==> config.mk <==
export PLATFORM = sky130hd
export DESIGN_NAME = two_channel_square_tone_generator
export DESIGN_NICKNAME = d
export VERILOG_FILES = /design/src/rtl/tcstg_pkg.sv /design/src/rtl/tcstg_div.sv /design/src/rtl/tcstg_front.sv /design/src/rtl/tcstg_back.sv /design/src/rtl/two_channel_square_tone_generator.sv
export SDC_FILE = /design/constraint.sdc
export NUM_CORES = 1
export LEC_CHECK = 0
export BUFFER_PORTS_ARGS = -buffer_cell sky130_fd_sc_hd__buf_2
export CORE_MARGIN = 3
export CORE_UTILIZATION = 53
export DETAILED_ROUTE_END_ITERATION = 12
export HOLD_SLACK_MARGIN = 0.03
export PLACE_DENSITY_LB_ADDON = 0.08
export SYNTH_ARGS = -nofsm -noshare
export SYNTH_HDL_FRONTEND = slang
export SYNTH_SLANG_ARGS = --single-unit
==> constraint.sdc <==
create_clock -name clk -period 4.7 [get_ports clk]
set_input_delay 0.47 -clock clk [delete_from_list [all_inputs] [get_ports clk]]
set_output_delay 0.47 -clock clk [all_outputs]
set_load 0.02 [all_outputs]
==> src/rtl/tcstg_pkg.sv <==
// ----------------------------------------------------------------------------
// tcstg_pkg
// Shared widths, codes, types and helpers for the two channel tone generator.
// ----------------------------------------------------------------------------
package tcstg_pkg;

    // field and state widths
    localparam int REQ_W     = 2;
    localparam int FREQ_W    = 15;
    localparam int CNT_W     = 26;
    localparam int EVT_W     = 32;
    localparam int CLK_W     = 27;
    localparam int RATE_W    = 17;
    localparam int CFG_IDX_W = 2;
    localparam int CFG_W     = CLK_W;

    // shared divider operand widths
    localparam int DIV_NUM_W = 32;
    localparam int DIV_DEN_W = 17;
    localparam int DIV_CNT_W = $clog2(DIV_NUM_W);

    localparam int NUM_CHANNELS = 2;
    localparam int QUEUE_DEPTH  = 2;

    // request codes
    localparam logic [REQ_W-1:0] REQ_TICK  = 2'd0;
    localparam logic [REQ_W-1:0] REQ_SET   = 2'd1;
    localparam logic [REQ_W-1:0] REQ_START = 2'd2;
    localparam logic [REQ_W-1:0] REQ_STOP  = 2'd3;

    // configuration register indexes
    localparam logic [CFG_IDX_W-1:0] CFG_DUAL_MODE   = 2'd0;
    localparam logic [CFG_IDX_W-1:0] CFG_CLOCK_HZ    = 2'd1;
    localparam logic [CFG_IDX_W-1:0] CFG_SAMPLE_RATE = 2'd2;

    // reset values
    localparam logic [CLK_W-1:0]  CLOCK_HZ_RESET    = 27'd72000000;
    localparam logic [RATE_W-1:0] SAMPLE_RATE_RESET = 17'd44100;

    localparam logic [CNT_W-1:0] CNT_MAX = {CNT_W{1'b1}};

    // one queued request
    typedef struct packed {
        logic [REQ_W-1:0]  req_type;
        logic              channel;
        logic [FREQ_W-1:0] tone_hz;
    } item_t;

    // match recompute request after a dual mode register write
    typedef struct packed {
        logic              req;
        logic [CLK_W-1:0]  num;
        logic [RATE_W-1:0] den;
    } cfg_recalc_t;

    // divider start request and response
    typedef struct packed {
        logic                 start;
        logic [DIV_NUM_W-1:0] num;
        logic [DIV_DEN_W-1:0] den;
    } div_req_t;

    typedef struct packed {
        logic                 done;
        logic [DIV_NUM_W-1:0] quo;
    } div_rsp_t;

    // quotient minus one, clamped at zero, saturated to the counter width
    function automatic logic [CNT_W-1:0] match_from_quotient(
        input logic [DIV_NUM_W-1:0] q
    );
        logic [DIV_NUM_W-1:0] qm1;
        qm1 = q - DIV_NUM_W'(1);
        if (q == '0)
            return '0;
        else if (qm1 > DIV_NUM_W'(CNT_MAX))
            return CNT_MAX;
        else
            return qm1[CNT_W-1:0];
    endfunction

endpackage

==> src/rtl/tcstg_div.sv <==
// ----------------------------------------------------------------------------
// tcstg_div
// Shared restoring divider, one quotient bit per cycle.
// ----------------------------------------------------------------------------
module tcstg_div (
    input  logic               clk,
    input  logic               rst_n,
    input  tcstg_pkg::div_req_t req,
    output tcstg_pkg::div_rsp_t rsp
);

    logic                                busy_reg;
    logic                                done_reg;
    logic [tcstg_pkg::DIV_CNT_W-1:0]     cnt_reg;
    logic [tcstg_pkg::DIV_NUM_W-1:0]     quo_reg;
    logic [tcstg_pkg::DIV_DEN_W-1:0]     rem_reg;
    logic [tcstg_pkg::DIV_DEN_W-1:0]     den_reg;

    logic [tcstg_pkg::DIV_DEN_W:0]       rem_sh;
    logic [tcstg_pkg::DIV_DEN_W+1:0]     diff;

    // trial subtract of the shifted remainder
    always_comb
    begin
        rem_sh = {rem_reg, quo_reg[tcstg_pkg::DIV_NUM_W-1]};
        diff   = {1'b0, rem_sh} - {2'b00, den_reg};
    end

    // control
    always_ff @(posedge clk or negedge rst_n)
    begin
        if (!rst_n)
        begin
            busy_reg <= 1'b0;
            done_reg <= 1'b0;
            cnt_reg  <= '0;
        end
        else if (req.start)
        begin
            busy_reg <= 1'b1;
            done_reg <= 1'b0;
            cnt_reg  <= '0;
        end
        else if (busy_reg)
        begin
            cnt_reg <= cnt_reg + 1'b1;
            if (cnt_reg == {tcstg_pkg::DIV_CNT_W{1'b1}})
            begin
                busy_reg <= 1'b0;
                done_reg <= 1'b1;
            end
        end
        else
        begin
            done_reg <= 1'b0;
        end
    end

    // datapath
    always_ff @(posedge clk)
    begin
        if (req.start)
        begin
            quo_reg <= req.num;
            rem_reg <= '0;
            den_reg <= req.den;
        end
        else if (busy_reg)
        begin
            if (!diff[tcstg_pkg::DIV_DEN_W+1])
            begin
                rem_reg <= diff[tcstg_pkg::DIV_DEN_W-1:0];
                quo_reg <= {quo_reg[tcstg_pkg::DIV_NUM_W-2:0], 1'b1};
            end
            else
            begin
                rem_reg <= rem_sh[tcstg_pkg::DIV_DEN_W-1:0];
                quo_reg <= {quo_reg[tcstg_pkg::DIV_NUM_W-2:0], 1'b0};
            end
        end
    end

    assign rsp.done = done_reg;
    assign rsp.quo  = quo_reg;

endmodule

==> src/rtl/tcstg_front.sv <==
// ----------------------------------------------------------------------------
// tcstg_front
// Input side: takes request beats and queues them for the back end.
// ----------------------------------------------------------------------------
module tcstg_front (
    input  logic                               clk,
    input  logic                               rst_n,
    input  logic                               in_valid,
    output logic                               in_stall,
    input  logic [tcstg_pkg::REQ_W-1:0]        req_type,
    input  logic                               channel,
    input  logic [tcstg_pkg::FREQ_W-1:0]       tone_hz,
    output logic                               item_valid,
    output tcstg_pkg::item_t                   item,
    input  logic                               pop
);

    localparam int PTR_W = $clog2(tcstg_pkg::QUEUE_DEPTH);
    localparam int CNT_W = $clog2(tcstg_pkg::QUEUE_DEPTH + 1);

    tcstg_pkg::item_t   entry_reg [tcstg_pkg::QUEUE_DEPTH];
    logic [PTR_W-1:0]   wr_ptr_reg;
    logic [PTR_W-1:0]   rd_ptr_reg;
    logic [CNT_W-1:0]   count_reg;
    tcstg_pkg::item_t   in_item;
    logic               push;

    // sort the beat into a queue entry; only set frequency carries a tone
    always_comb
    begin
        in_item.req_type = req_type;
        in_item.channel  = channel;
        in_item.tone_hz  = (req_type == tcstg_pkg::REQ_SET) ? tone_hz : '0;
    end

    assign in_stall   = (count_reg == CNT_W'(tcstg_pkg::QUEUE_DEPTH));
    assign push       = in_valid && !in_stall;
    assign item_valid = (count_reg != '0);
    assign item       = entry_reg[rd_ptr_reg];

    // queue pointers
    always_ff @(posedge clk or negedge rst_n)
    begin
        if (!rst_n)
        begin
            wr_ptr_reg <= '0;
            rd_ptr_reg <= '0;
            count_reg  <= '0;
        end
        else
        begin
            if (push)
                wr_ptr_reg <= wr_ptr_reg + 1'b1;
            if (pop)
                rd_ptr_reg <= rd_ptr_reg + 1'b1;
            if (push && !pop)
                count_reg <= count_reg + 1'b1;
            else if (pop && !push)
                count_reg <= count_reg - 1'b1;
        end
    end

    // queue storage
    always_ff @(posedge clk)
    begin
        if (push)
            entry_reg[wr_ptr_reg] <= in_item;
    end

`ifndef SYNTHESIS
    a_no_pop_empty: assert property (@(posedge clk) disable iff (!rst_n)
        pop |-> count_reg != '0)
        else $error("queue popped while empty");

    a_count_bound: assert property (@(posedge clk) disable iff (!rst_n)
        count_reg <= CNT_W'(tcstg_pkg::QUEUE_DEPTH))
        else $error("queue count out of range");
`endif

endmodule

==> src/rtl/tcstg_back.sv <==
// ----------------------------------------------------------------------------
// tcstg_back
// Back end: runs queued requests against the timer and tone state.
// ----------------------------------------------------------------------------
module tcstg_back (
    input  logic                               clk,
    input  logic                               rst_n,
    input  logic                               dual_mode,
    input  logic [tcstg_pkg::CLK_W-1:0]        clock_hz,
    input  logic [tcstg_pkg::RATE_W-1:0]       sample_rate_hz,
    input  tcstg_pkg::cfg_recalc_t             recalc,
    input  logic                               item_valid,
    input  tcstg_pkg::item_t                   item,
    output logic                               pop,
    output tcstg_pkg::div_req_t                div_req,
    input  tcstg_pkg::div_rsp_t                div_rsp,
    output logic                               out_valid,
    input  logic                               out_stall,
    output logic                               buzzer_level,
    output logic                               running
);

    localparam logic [2:0] S_IDLE  = 3'd0;
    localparam logic [2:0] S_CFG   = 3'd1;
    localparam logic [2:0] S_FREQ  = 3'd2;
    localparam logic [2:0] S_HALF  = 3'd3;
    localparam logic [2:0] S_PHASE = 3'd4;
    localparam logic [2:0] S_DONE  = 3'd5;

    localparam int FW = tcstg_pkg::FREQ_W;
    localparam int NW = tcstg_pkg::DIV_NUM_W;
    localparam int DW = tcstg_pkg::DIV_DEN_W;

    logic [2:0]                       state_reg, state_next;
    logic [FW-1:0]                    freq_reg [tcstg_pkg::NUM_CHANNELS];
    logic [FW-1:0]                    freq_next [tcstg_pkg::NUM_CHANNELS];
    logic [FW-1:0]                    last_freq_reg, last_freq_next;
    logic [tcstg_pkg::CNT_W-1:0]      match_reg, match_next;
    logic [tcstg_pkg::CNT_W-1:0]      timer_reg, timer_next;
    logic [tcstg_pkg::EVT_W-1:0]      event_reg, event_next;
    logic                             run_reg, run_next;
    logic                             level_reg, level_next;
    logic                             pend_reg, pend_next;
    logic [tcstg_pkg::CLK_W-1:0]      snap_num_reg, snap_num_next;
    logic [tcstg_pkg::RATE_W-1:0]     snap_den_reg, snap_den_next;
    logic                             out_valid_reg, out_valid_next;
    logic                             out_level_reg, out_level_next;
    logic                             out_run_reg, out_run_next;

    logic                             out_free;
    logic                             push;
    logic [tcstg_pkg::EVT_W-1:0]      event_inc;
    logic [FW-1:0]                    evt_freq;
    logic [tcstg_pkg::RATE_W:0]       half_num;
    logic [DW-1:0]                    half_val;

    assign out_free  = !out_valid_reg || !out_stall;
    assign event_inc = event_reg + 1'b1;
    assign evt_freq  = freq_reg[event_inc[0]];
    assign half_num  = {1'b0, sample_rate_hz} + (tcstg_pkg::RATE_W + 1)'(evt_freq);
    assign half_val  = (div_rsp.quo[DW-1:0] == '0) ? DW'(1) : div_rsp.quo[DW-1:0];

    // request sequencing
    always_comb
    begin
        state_next     = state_reg;
        freq_next      = freq_reg;
        last_freq_next = last_freq_reg;
        match_next     = match_reg;
        timer_next     = timer_reg;
        event_next     = event_reg;
        run_next       = run_reg;
        level_next     = level_reg;
        pend_next      = pend_reg;
        snap_num_next  = snap_num_reg;
        snap_den_next  = snap_den_reg;
        out_valid_next = out_valid_reg;
        out_level_next = out_level_reg;
        out_run_next   = out_run_reg;
        pop            = 1'b0;
        push           = 1'b0;
        div_req.start  = 1'b0;
        div_req.num    = '0;
        div_req.den    = '0;

        unique case (state_reg)
            S_IDLE:
            begin
                if (pend_reg)
                begin
                    pend_next = 1'b0;
                    if (snap_den_reg == '0)
                        match_next = tcstg_pkg::CNT_MAX;
                    else
                    begin
                        div_req.start = 1'b1;
                        div_req.num   = NW'(snap_num_reg);
                        div_req.den   = DW'(snap_den_reg);
                        state_next    = S_CFG;
                    end
                end
                else if (item_valid && out_free)
                begin
                    pop = 1'b1;
                    case (item.req_type)
                        tcstg_pkg::REQ_TICK:
                        begin
                            push = 1'b1;
                            if (run_reg)
                            begin
                                if (timer_reg == match_reg)
                                begin
                                    timer_next = '0;
                                    if (dual_mode)
                                    begin
                                        event_next = event_inc;
                                        if (evt_freq == '0)
                                            level_next = 1'b0;
                                        else
                                        begin
                                            // half period of the selected channel
                                            push          = 1'b0;
                                            div_req.start = 1'b1;
                                            div_req.num   = NW'(half_num);
                                            div_req.den   = DW'({evt_freq, 1'b0});
                                            state_next    = S_HALF;
                                        end
                                    end
                                    else if (freq_reg[0] != '0)
                                        level_next = !level_reg;
                                    else
                                        level_next = 1'b0;
                                end
                                else
                                    timer_next = timer_reg + 1'b1;
                            end
                        end
                        tcstg_pkg::REQ_SET:
                        begin
                            push = 1'b1;
                            freq_next[item.channel] = item.tone_hz;
                            if (!dual_mode && !item.channel && item.tone_hz != last_freq_reg
                                && item.tone_hz != '0)
                            begin
                                push           = 1'b0;
                                last_freq_next = item.tone_hz;
                                if (run_reg)
                                    timer_next = '0;
                                div_req.start = 1'b1;
                                div_req.num   = NW'(clock_hz);
                                div_req.den   = DW'({item.tone_hz, 1'b0});
                                state_next    = S_FREQ;
                            end
                        end
                        tcstg_pkg::REQ_START:
                        begin
                            push       = 1'b1;
                            run_next   = 1'b1;
                            timer_next = '0;
                        end
                        default:
                        begin
                            push       = 1'b1;
                            run_next   = 1'b0;
                            level_next = 1'b0;
                        end
                    endcase
                end
            end
            S_CFG:
            begin
                if (div_rsp.done)
                begin
                    match_next = tcstg_pkg::match_from_quotient(div_rsp.quo);
                    state_next = S_IDLE;
                end
            end
            S_FREQ:
            begin
                if (div_rsp.done)
                begin
                    match_next = tcstg_pkg::match_from_quotient(div_rsp.quo);
                    state_next = S_DONE;
                end
            end
            S_HALF:
            begin
                // phase of the event count within the channel period
                if (div_rsp.done)
                begin
                    div_req.start = 1'b1;
                    div_req.num   = event_reg;
                    div_req.den   = half_val;
                    state_next    = S_PHASE;
                end
            end
            S_PHASE:
            begin
                if (div_rsp.done)
                begin
                    level_next = div_rsp.quo[0];
                    state_next = S_DONE;
                end
            end
            S_DONE:
            begin
                if (out_free)
                begin
                    push       = 1'b1;
                    state_next = S_IDLE;
                end
            end
            default:
            begin
                state_next = S_IDLE;
            end
        endcase

        // a dual mode register write restarts the match recompute
        if (recalc.req)
        begin
            pend_next     = 1'b1;
            snap_num_next = recalc.num;
            snap_den_next = recalc.den;
            if (state_reg == S_IDLE || state_reg == S_CFG)
                state_next = S_IDLE;
        end

        // result register
        if (push)
        begin
            out_valid_next = 1'b1;
            out_level_next = level_next;
            out_run_next   = run_next;
        end
        else if (out_valid_reg && !out_stall)
            out_valid_next = 1'b0;
    end

    // control and tone state
    always_ff @(posedge clk or negedge rst_n)
    begin
        if (!rst_n)
        begin
            state_reg     <= S_IDLE;
            freq_reg[0]   <= '0;
            freq_reg[1]   <= '0;
            last_freq_reg <= '0;
            match_reg     <= '0;
            timer_reg     <= '0;
            event_reg     <= '0;
            run_reg       <= 1'b0;
            level_reg     <= 1'b0;
            pend_reg      <= 1'b0;
            out_valid_reg <= 1'b0;
        end
        else
        begin
            state_reg     <= state_next;
            freq_reg      <= freq_next;
            last_freq_reg <= last_freq_next;
            match_reg     <= match_next;
            timer_reg     <= timer_next;
            event_reg     <= event_next;
            run_reg       <= run_next;
            level_reg     <= level_next;
            pend_reg      <= pend_next;
            out_valid_reg <= out_valid_next;
        end
    end

    // payload
    always_ff @(posedge clk)
    begin
        snap_num_reg  <= snap_num_next;
        snap_den_reg  <= snap_den_next;
        out_level_reg <= out_level_next;
        out_run_reg   <= out_run_next;
    end

    assign out_valid    = out_valid_reg;
    assign buzzer_level = out_level_reg;
    assign running      = out_run_reg;

`ifndef SYNTHESIS
    a_pop_idle: assert property (@(posedge clk) disable iff (!rst_n)
        pop |-> (state_reg == S_IDLE && !pend_reg))
        else $error("request taken while busy");

    a_push_free: assert property (@(posedge clk) disable iff (!rst_n)
        push |-> (!out_valid_reg || !out_stall))
        else $error("result written over an untaken beat");
`endif

endmodule

==> src/rtl/two_channel_square_tone_generator.sv <==
// ----------------------------------------------------------------------------
// two_channel_square_tone_generator
// Buzzer tone generator: single toggling tone or two alternating channels.
//
//   port group   direction  handshake           payload
//   request      in         in_valid/in_stall   req_type, channel, tone_hz
//   result       out        out_valid/out_stall buzzer_level, running
//   config       in         cfg_we              cfg_index, cfg_data
//
// A beat taken into an empty queue is offered to the back end in the next cycle.
// Ticks, start, stop and set frequency without a match change finish straight from idle.
// A channel 0 frequency change in single mode runs one division (32-step divider).
// A dual mode timer event on an unmuted channel runs two divisions in turn.
// A dual mode register write recomputes the match; queued beats wait until it is done.
// rst_n clears all control state asynchronously; a two-entry queue decouples stalls.
// ----------------------------------------------------------------------------
module two_channel_square_tone_generator (
    input  logic                              clk,
    input  logic                              rst_n,
    input  logic                              in_valid,
    output logic                              in_stall,
    input  logic [tcstg_pkg::REQ_W-1:0]       req_type,
    input  logic                              channel,
    input  logic [tcstg_pkg::FREQ_W-1:0]      tone_hz,
    output logic                              out_valid,
    input  logic                              out_stall,
    output logic                              buzzer_level,
    output logic                              running,
    input  logic                              cfg_we,
    input  logic [tcstg_pkg::CFG_IDX_W-1:0]   cfg_index,
    input  logic [tcstg_pkg::CFG_W-1:0]       cfg_data
);

    logic                                 dual_mode_reg, dual_mode_next;
    logic [tcstg_pkg::CLK_W-1:0]          clock_hz_reg, clock_hz_next;
    logic [tcstg_pkg::RATE_W-1:0]         rate_reg, rate_next;
    logic                                 cfg_hit;
    tcstg_pkg::cfg_recalc_t               recalc;
    tcstg_pkg::item_t                     item;
    logic                                 item_valid;
    logic                                 pop;
    tcstg_pkg::div_req_t                  div_req;
    tcstg_pkg::div_rsp_t                  div_rsp;

    // register writes
    always_comb
    begin
        dual_mode_next = dual_mode_reg;
        clock_hz_next  = clock_hz_reg;
        rate_next      = rate_reg;
        cfg_hit        = 1'b0;
        if (cfg_we)
        begin
            unique case (cfg_index)
                tcstg_pkg::CFG_DUAL_MODE:
                begin
                    dual_mode_next = cfg_data[0];
                    cfg_hit        = 1'b1;
                end
                tcstg_pkg::CFG_CLOCK_HZ:
                begin
                    clock_hz_next = cfg_data[tcstg_pkg::CLK_W-1:0];
                    cfg_hit       = 1'b1;
                end
                tcstg_pkg::CFG_SAMPLE_RATE:
                begin
                    rate_next = cfg_data[tcstg_pkg::RATE_W-1:0];
                    cfg_hit   = 1'b1;
                end
                default:
                begin
                    cfg_hit = 1'b0;
                end
            endcase
        end
        recalc.req = cfg_hit && dual_mode_next;
        recalc.num = clock_hz_next;
        recalc.den = rate_next;
    end

    always_ff @(posedge clk or negedge rst_n)
    begin
        if (!rst_n)
        begin
            dual_mode_reg <= 1'b0;
            clock_hz_reg  <= tcstg_pkg::CLOCK_HZ_RESET;
            rate_reg      <= tcstg_pkg::SAMPLE_RATE_RESET;
        end
        else
        begin
            dual_mode_reg <= dual_mode_next;
            clock_hz_reg  <= clock_hz_next;
            rate_reg      <= rate_next;
        end
    end

    // request queue
    tcstg_front u_front (
        .clk        (clk),
        .rst_n      (rst_n),
        .in_valid   (in_valid),
        .in_stall   (in_stall),
        .req_type   (req_type),
        .channel    (channel),
        .tone_hz    (tone_hz),
        .item_valid (item_valid),
        .item       (item),
        .pop        (pop)
    );

    // shared divider
    tcstg_div u_div (
        .clk   (clk),
        .rst_n (rst_n),
        .req   (div_req),
        .rsp   (div_rsp)
    );

    // tone engine
    tcstg_back u_back (
        .clk            (clk),
        .rst_n          (rst_n),
        .dual_mode      (dual_mode_reg),
        .clock_hz       (clock_hz_reg),
        .sample_rate_hz (rate_reg),
        .recalc         (recalc),
        .item_valid     (item_valid),
        .item           (item),
        .pop            (pop),
        .div_req        (div_req),
        .div_rsp        (div_rsp),
        .out_valid      (out_valid),
        .out_stall      (out_stall),
        .buzzer_level   (buzzer_level),
        .running        (running)
    );

endmodule

# Yosys cells after proc, flatten, opt, wreduce, memory -nomap -nowiden

Memories as Yosys holds them, arrays and structs flattened.
Cells that the tools add are included.

Bitwise gates (word level): 3
Reductions and logical operators: 46
Magnitude comparators: 4
Eq/ne operators: 21
Add/subtract/negate cells: 10
Muxes and demuxes: 101

Operators by type and width:

| kind                                                  | count |
|---|---|
| 2-to-1 mux 50 bit                                     | 9 |
| 2-to-1 mux 26 bit                                     | 9 |
| one-hot mux 50 bit (2 select lines)                   | 2 |
| one-hot mux 26 bit (3 select lines)                   | 1 |
| 2-to-1 mux 15 bit                                     | 5 |
| 2-to-1 mux 17 bit                                     | 4 |
| 2-to-1 mux 32 bit                                     | 2 |
| 2-to-1 mux 27 bit                                     | 2 |
| one-hot mux 26 bit (2 select lines)                   | 1 |
| 2-to-1 mux 3 bit                                      | 14 |
| 2-to-1 mux 1 bit                                      | 39 |
| zero test 17 bit                                      | 2 |
| adder 32 x 1 -> 32 bit (second input constant)        | 1 |
| > comparator 32 x 26 -> 1 bit (second input constant) | 1 |
| zero test 32 bit                                      | 1 |
| subtractor 32 x 1 -> 32 bit (second input constant)   | 1 |
| bitwise mux 30 bit                                    | 1 |
| nonzero test 15 bit                                   | 2 |
| adder 26 x 1 -> 26 bit (second input constant)        | 1 |
| == test 26 bit                                        | 1 |
| subtractor 18 x 17 -> 19 bit                          | 1 |
| adder 17 x 15 -> 18 bit                               | 1 |
| demux 15 bit (select 1 bit)                           | 1 |
| zero test 15 bit                                      | 1 |
| other kinds (34)                                      | 82 |

Memory bits (writable): 36
Register bits: 304
Input port bits: 52
Memories: 1

Memories:

| name              | depth | bits a word | read ports | clocked after Yosys merged registers in | wr ports | RTL line          | RTL |
|---|---|---|---|---|---|---|---|
| u_front.entry_reg | 2     | 18          | 1          | 0                                       | 1        | tcstg_front.sv:21 | `tcstg_pkg::item_t entry_reg [tcstg_pkg::QUEUE_DEPTH];` |

# Longest topological paths before layout

Word-level depth: 16
Mapped depth: 13
Mapped depth without buffers: 11

# Cells and area by module

Synthesis repeated with hierarchy kept, for this count alone.

Cells, all modules: 1538
Area, all modules: 17775.8 um^2

Modules (own cells, without submodules):

| module                            | area an instance (um^2) | instances | seq. area each (um^2) | cells an instance |
|---|---|---|---|---|
| tcstg_back                        | 10393.7                 | 1         | 4784.6                | 1017 |
| tcstg_div                         | 3887.5                  | 1         | 1986.9                | 330 |
| two_channel_square_tone_generator | 1836.8                  | 1         | 1142.3                | 99 |
| tcstg_front                       | 1657.8                  | 1         | 1181.1                | 92 |

# Worst setup path before layout

OpenSTA, ideal clock, no wires.

Path kind: reg2reg
Start point: register u_front.rd_ptr_reg
End point: register u_div.quo_reg[0] in the netlist's numbering (enable)
Clock period less this slack: 3659 ps
Stages on the path, launching flop included: 12
Data required time: 4311 ps
Setup time: 389 ps
Data arrival time: 3269 ps
Path slack: 1041 ps
Cells stage by stage: dfrtp_1 buf_2 buf_2 mux2i_1 ha_1 clkbuf_1 nor3b_1 o21a_1 clkbuf_1 o21ai_4 buf_6 nand2_1

Cells in the longest elaborated chain, start to end: 11
Elaborated cells between the ends (all ways): 15
Classes of those cells: 2 x eq/ne; 5 x mux; 7 x reduce/logical; 1 x memory

RTL lines:

| item                                                      | RTL line          | RTL |
|---|---|---|
| start, declared                                           | tcstg_front.sv:23 | `logic [PTR_W-1:0] rd_ptr_reg;` |
| start signal, assigned                                    | tcstg_front.sv:55 | `rd_ptr_reg <= rd_ptr_reg + 1'b1;` |
| memory (2 x 18 bit) *                                     | --                |  |
| branches (longest 5 deep; another with 2-to-1 mux 50 bit) | --                |  |
| one-hot mux 50 bit (2 select lines) *                     | tcstg_back.sv:105 | `case (item.req_type)` |
| 2-to-1 mux 50 bit *                                       | tcstg_back.sv:102 | `else if (item_valid && out_free)` |
| 2-to-1 mux 50 bit *                                       | tcstg_back.sv:89  | `if (pend_reg)` |
| one-hot mux 50 bit (2 select lines) *                     | tcstg_back.sv:86  | `unique case (state_reg)` |
| nonzero test 2 bit (no line) *                            | --                |  |
| end signal, assigned                                      | tcstg_div.sv:64   | `quo_reg <= req.num;` |
| end signal, assigned                                      | tcstg_div.sv:73   | `quo_reg <= {quo_reg[tcstg_pkg::DIV_NUM_W-2:0], 1'b1};` |
| end signal, assigned                                      | tcstg_div.sv:78   | `quo_reg <= {quo_reg[tcstg_pkg::DIV_NUM_W-2:0], 1'b0};` |
| end, declared                                             | tcstg_div.sv:15   | `logic [tcstg_pkg::DIV_NUM_W-1:0] quo_reg;` |

Every way passes the cells marked *.
A chain may end at the register's enable or synchronous reset.

# Worst setup path after layout

Start point: register u_back.event_reg[0] in the netlist's numbering
End point: register u_div.quo_reg[15] in the netlist's numbering, data pin

Cells in the longest elaborated chain, start to end: 15
Elaborated cells between the ends (all ways): 16
Classes of those cells: 2 x add/sub; 12 x mux; 1 x bitwise; 1 x reduce/logical

RTL lines:

| item                                                               | RTL line                            | RTL |
|---|---|---|
| start, declared                                                    | tcstg_back.sv:40                    | `logic [tcstg_pkg::EVT_W-1:0] event_reg, event_next;` |
| start signal, assigned                                             | tcstg_back.sv:264                   | `event_reg <= event_next;` |
| adder 32 x 1 -> 32 bit *                                           | tcstg_back.sv:58                    | `assign event_inc = event_reg + 1'b1;` |
| NOT 1 -> 2 bit (implied by the code) *                             | tcstg_back.sv:59                    | `assign evt_freq = freq_reg[event_inc[0]];` |
| 2-to-1 mux 15 bit (implied by the code) * (3 in a row)             | tcstg_back.sv:59                    |  |
| adder 17 x 15 -> 18 bit / zero test 15 bit (equally long branches) | tcstg_back.sv:60, tcstg_back.sv:117 |  |
| 2-to-1 mux 50 bit *                                                | tcstg_back.sv:117                   | `if (evt_freq == '0)` |
| 2-to-1 mux 50 bit *                                                | tcstg_back.sv:114                   | `if (dual_mode)` |
| 2-to-1 mux 50 bit *                                                | tcstg_back.sv:111                   | `if (timer_reg == match_reg)` |
| 2-to-1 mux 50 bit *                                                | tcstg_back.sv:109                   | `if (run_reg)` |
| one-hot mux 50 bit (2 select lines) *                              | tcstg_back.sv:105                   |  |
| 2-to-1 mux 50 bit *                                                | tcstg_back.sv:102                   |  |
| 2-to-1 mux 50 bit *                                                | tcstg_back.sv:89                    |  |
| one-hot mux 50 bit (2 select lines) *                              | tcstg_back.sv:86                    |  |
| 2-to-1 mux 32 bit *                                                | tcstg_div.sv:62                     | `if (req.start)` |

Mark *: on every way between the ends. The rest lies on a longest branch, timed or not. The select of a mux whose other input is x is not followed.

==> results by group <==
Status
  – Status: finished, final reports clean

Routing
  – First-pass detailed-route iteration total: 6
  – Drt initial violations: approximately 1,200
  – Routed wire length: 47,200 um
  – DR vias: approximately 13,000
  – Routed len/inst: 21.3 um
  – Antenna Nets Post-Route: 0
  – Via density: 6.00
  – Residual DRC: 0

Floorplan
  – Row count: 66
  – Die height: 188 um
  – Core area: 0.0326 mm2
  – Die area: between 0.03 and 0.04 mm2
  – I/O pins: 56
  – Initial Utilization: 53.8%
  – Die width: ~190 um

STA
  – Tmin final: 3960 ps
  – RSZ-0062 raised after global routing: false
  – Slew @ Worst Pin: 1120 ps
  – Worst clock skew: 15.7 ps
  – # setup viols final: 0
  – Pins Over Slew Limit: 0
  – Final setup TNS: 0 ps
  – Final Hold Viols: 0
  – Final period util: ~84%
  – Relative slew slack: between 20% and 30%
  – Peak Freq: 0.253 GHz

CTS
  – Setup Buffers After CTS: 0
  – CTS tree: yes
  – Root buf cell: clkbuf_16
  – Clock Latency Late Sink: 530 ps
  – # clock sinks: between 300 and 400
  – # hold bufs at CTS: 0
  – Clock buffer depth: 3
  – # resized after CTS: 0
  – CTS clk-pin slew, worst paths: 60 ps
  – # H-tree levels: 2
  – CTS Buf Count: 37

Job
  – Total of max-cap violations: 0

Pwr
  – Max IR drop VDD: 345 uV
  – Pint: 7.71 mW
  – Switching share of power: 38.9%
  – Comb pwr share: 39.7%
  – Share of power burned in the clock network: 22.9%
  – Reg power frac: 37.4%
  – Power Density: 645 mW/mm2
  – LEAKAGE: 7.82 nW
  – Switching power: 4.91 mW

Synth
  – Post-synthesis async set-or-reset flop share: 56.5%
  – Register area share after synthesis: 51.8%
  – Synth unique cells: 79
  – Cell count after synthesis: 1,685
  – Yosys reg bits: 340
  – Warnings from Yosys: 0
  – Top FF cell, synth: dfrtp_1
  – Post-Syn Area: 0.0175 mm2
  – Syn Nets: 1,781
  – Count of flip-flops with a built-in enable after synthesis: between 100 and 150
  – Mean Syn Cell Area: 10.4 um2

Finish
  – Reg area: approximately 0.009 mm2
  – Final Instance Area: 0.0196 mm2
  – Max FFs per register: 36
  – # fillers: 2,753
  – Commonest cells after routing, fill and taps aside: dfrtp_1 (179), nand2_1 (138), a21oi_1 (135)
  – Nets: 1,836
  – Most common cell after layout, fill and taps aside: dfrtp_1
  – Area of the multi-input gates: 0.00790 mm2
  – Share of layout cells above drive strength 1: 14.0%
  – Antenna Cells: 0
  – Syn-to-layout area delta: 11.5%

GRT
  – First-pass GRT wire length: 74,200 um
  – Initial antenna violation count: 0
  – Congestion Overflow GR: 0
  – Global Route Usage Sum: 26.6%
  – Number of global-route vias before repair: 13,000
  – Largest net degree at the start of global routing: approximately 110

Setup path
  – Crit path arrival time: 4210 ps
  – Critical Path Fanout Max: 18
  – CP Launch Type: register
  – Critical Path RT: 4950 ps
  – CP endpoint kind: register
  – Worst Setup Path Type: register to register

Worst hold path
  – HP Class: input port to async pin

Placed design
  – Post-DP Area: around 0.018 mm2
  – GP Congestion: 0.908
  – Placed wire-length estimate: 33,600 um
  – IO Port Bufs: 55
[Yosys cell counts, drive strengths merged, types with 32 or more instances]
| master | n | share of area (%) |
|---|---|---|
| a21oi | 136 | 3.9 |
| mux2i | 33 | 1.9 |
| nand3 | 57 | 1.6 |
| dfrtp | 179 | 26 |
| nor2 | 126 | 2.7 |
| xor2 | 50 | 2.5 |
| clkbuf | 56 | 1.2 |
| xnor2 | 80 | 4.0 |
| o21ai | 143 | 4.2 |
| nand2 | 139 | 3.0 |
| o31ai | 32 | 1.4 |
| inv | 53 | 1.1 |
| mux2 | 56 | 3.6 |
| ha | 42 | 3.0 |
| edfxtp | 131 | 22 |
[power by group through the flow]
| stage | registers (mW) | logic, mW | clock network, mW |
|---|---|---|---|
| 3_5_place_dp | 4.77 | 4.95 | 0 |
| 4_1_cts | 4.72 | 4.98 | 2.94 |
| 3_3_place_gp | 4.75 | 4.87 | 0 |
| 5_1_grt | 4.80 | 5.59 | 3.06 |
| 6_report | 4.73 | 5.01 | 2.89 |
| 2_1_floorplan | 4.43 | 3.73 | 0 |
[through the flow]
stage                     util, %  setup slack [ps]  cells  total power [mW]  hold slack (ps)
after detailed placement     56.3               876   2143              9.71              479
after global routing         60.0               456   2210              13.5              124
after global placement       56.3               952   2143              9.63              477
final                        60.0               745   2210              12.6             42.3
after CTS                    60.0               815   2210              12.6              111
after floorplan                 -              1040   1685              8.17              174
[final timing paths]
kind,start,to,slack (ps),cells after the start
worst max-delay path,u_back.event_reg[0]$_DFFE_PN0P_,u_div.quo_reg[15]$_DFFE_PP_,740,12
worst min-delay path,rst_n,clock_hz_reg[21]$_DFF_PN0_,40,1
worst max register to register,u_back.event_reg[0]$_DFFE_PN0P_,u_div.quo_reg[15]$_DFFE_PP_,740,12
worst min register to register,u_back.event_reg[19]$_DFFE_PN0P_,u_back.event_reg[19]$_DFFE_PN0P_,490,1
max in group asynchronous,rst_n,u_front.rd_ptr_reg$_DFFE_PN0P_,3440,2
min in group clk,channel,u_front.entry_reg[0][15]$_DFFE_PP_,140,1
[worst max-delay path, cell delays in order, from the launching register on]
cell       delay, ps
dfrtp_1          850
buf_4            260
mux2i_1          380
inv_1            100
ha_1             350
a21oi_1          170
o211ai_1         150
a31o_2           260
a2111oi_0        420
a21oi_1          160
xor2_1           170
a221oi_1         290
o31ai_1          110
[area by class of cell]
class                           count  area share [%]
Clock buffer                       47            5.25
Tap cell                          442            2.83
Clock inverter                     20           0.902
Multi-Input combinational cell   1210            40.4
Timing Repair Buffer               97            3.13
Inverter                           54            1.04
Sequential cell                   340            46.5
[metal layers]
metal	wire length (um)	GRT usage [%]	share of wire, %
met1	21000	38.1	45
met2	22100	43.1	47
met5	0	0	0
met3	2810	3.50	6.0
met4	1170	7.01	2.5
[cells by family after synthesis]
family,count (synthesis),synth area share [%]
adders and majority gates,44,3.22
xor gates and xnor gates,130,6.49
AOI/OAI and AO/OA,443,15.5
buffers and inverters,135,3.31
and+or+nand+nor,504,14.2
DFF,340,51.8
muxes,89,5.48
Power figures use the tool's default switching activity.
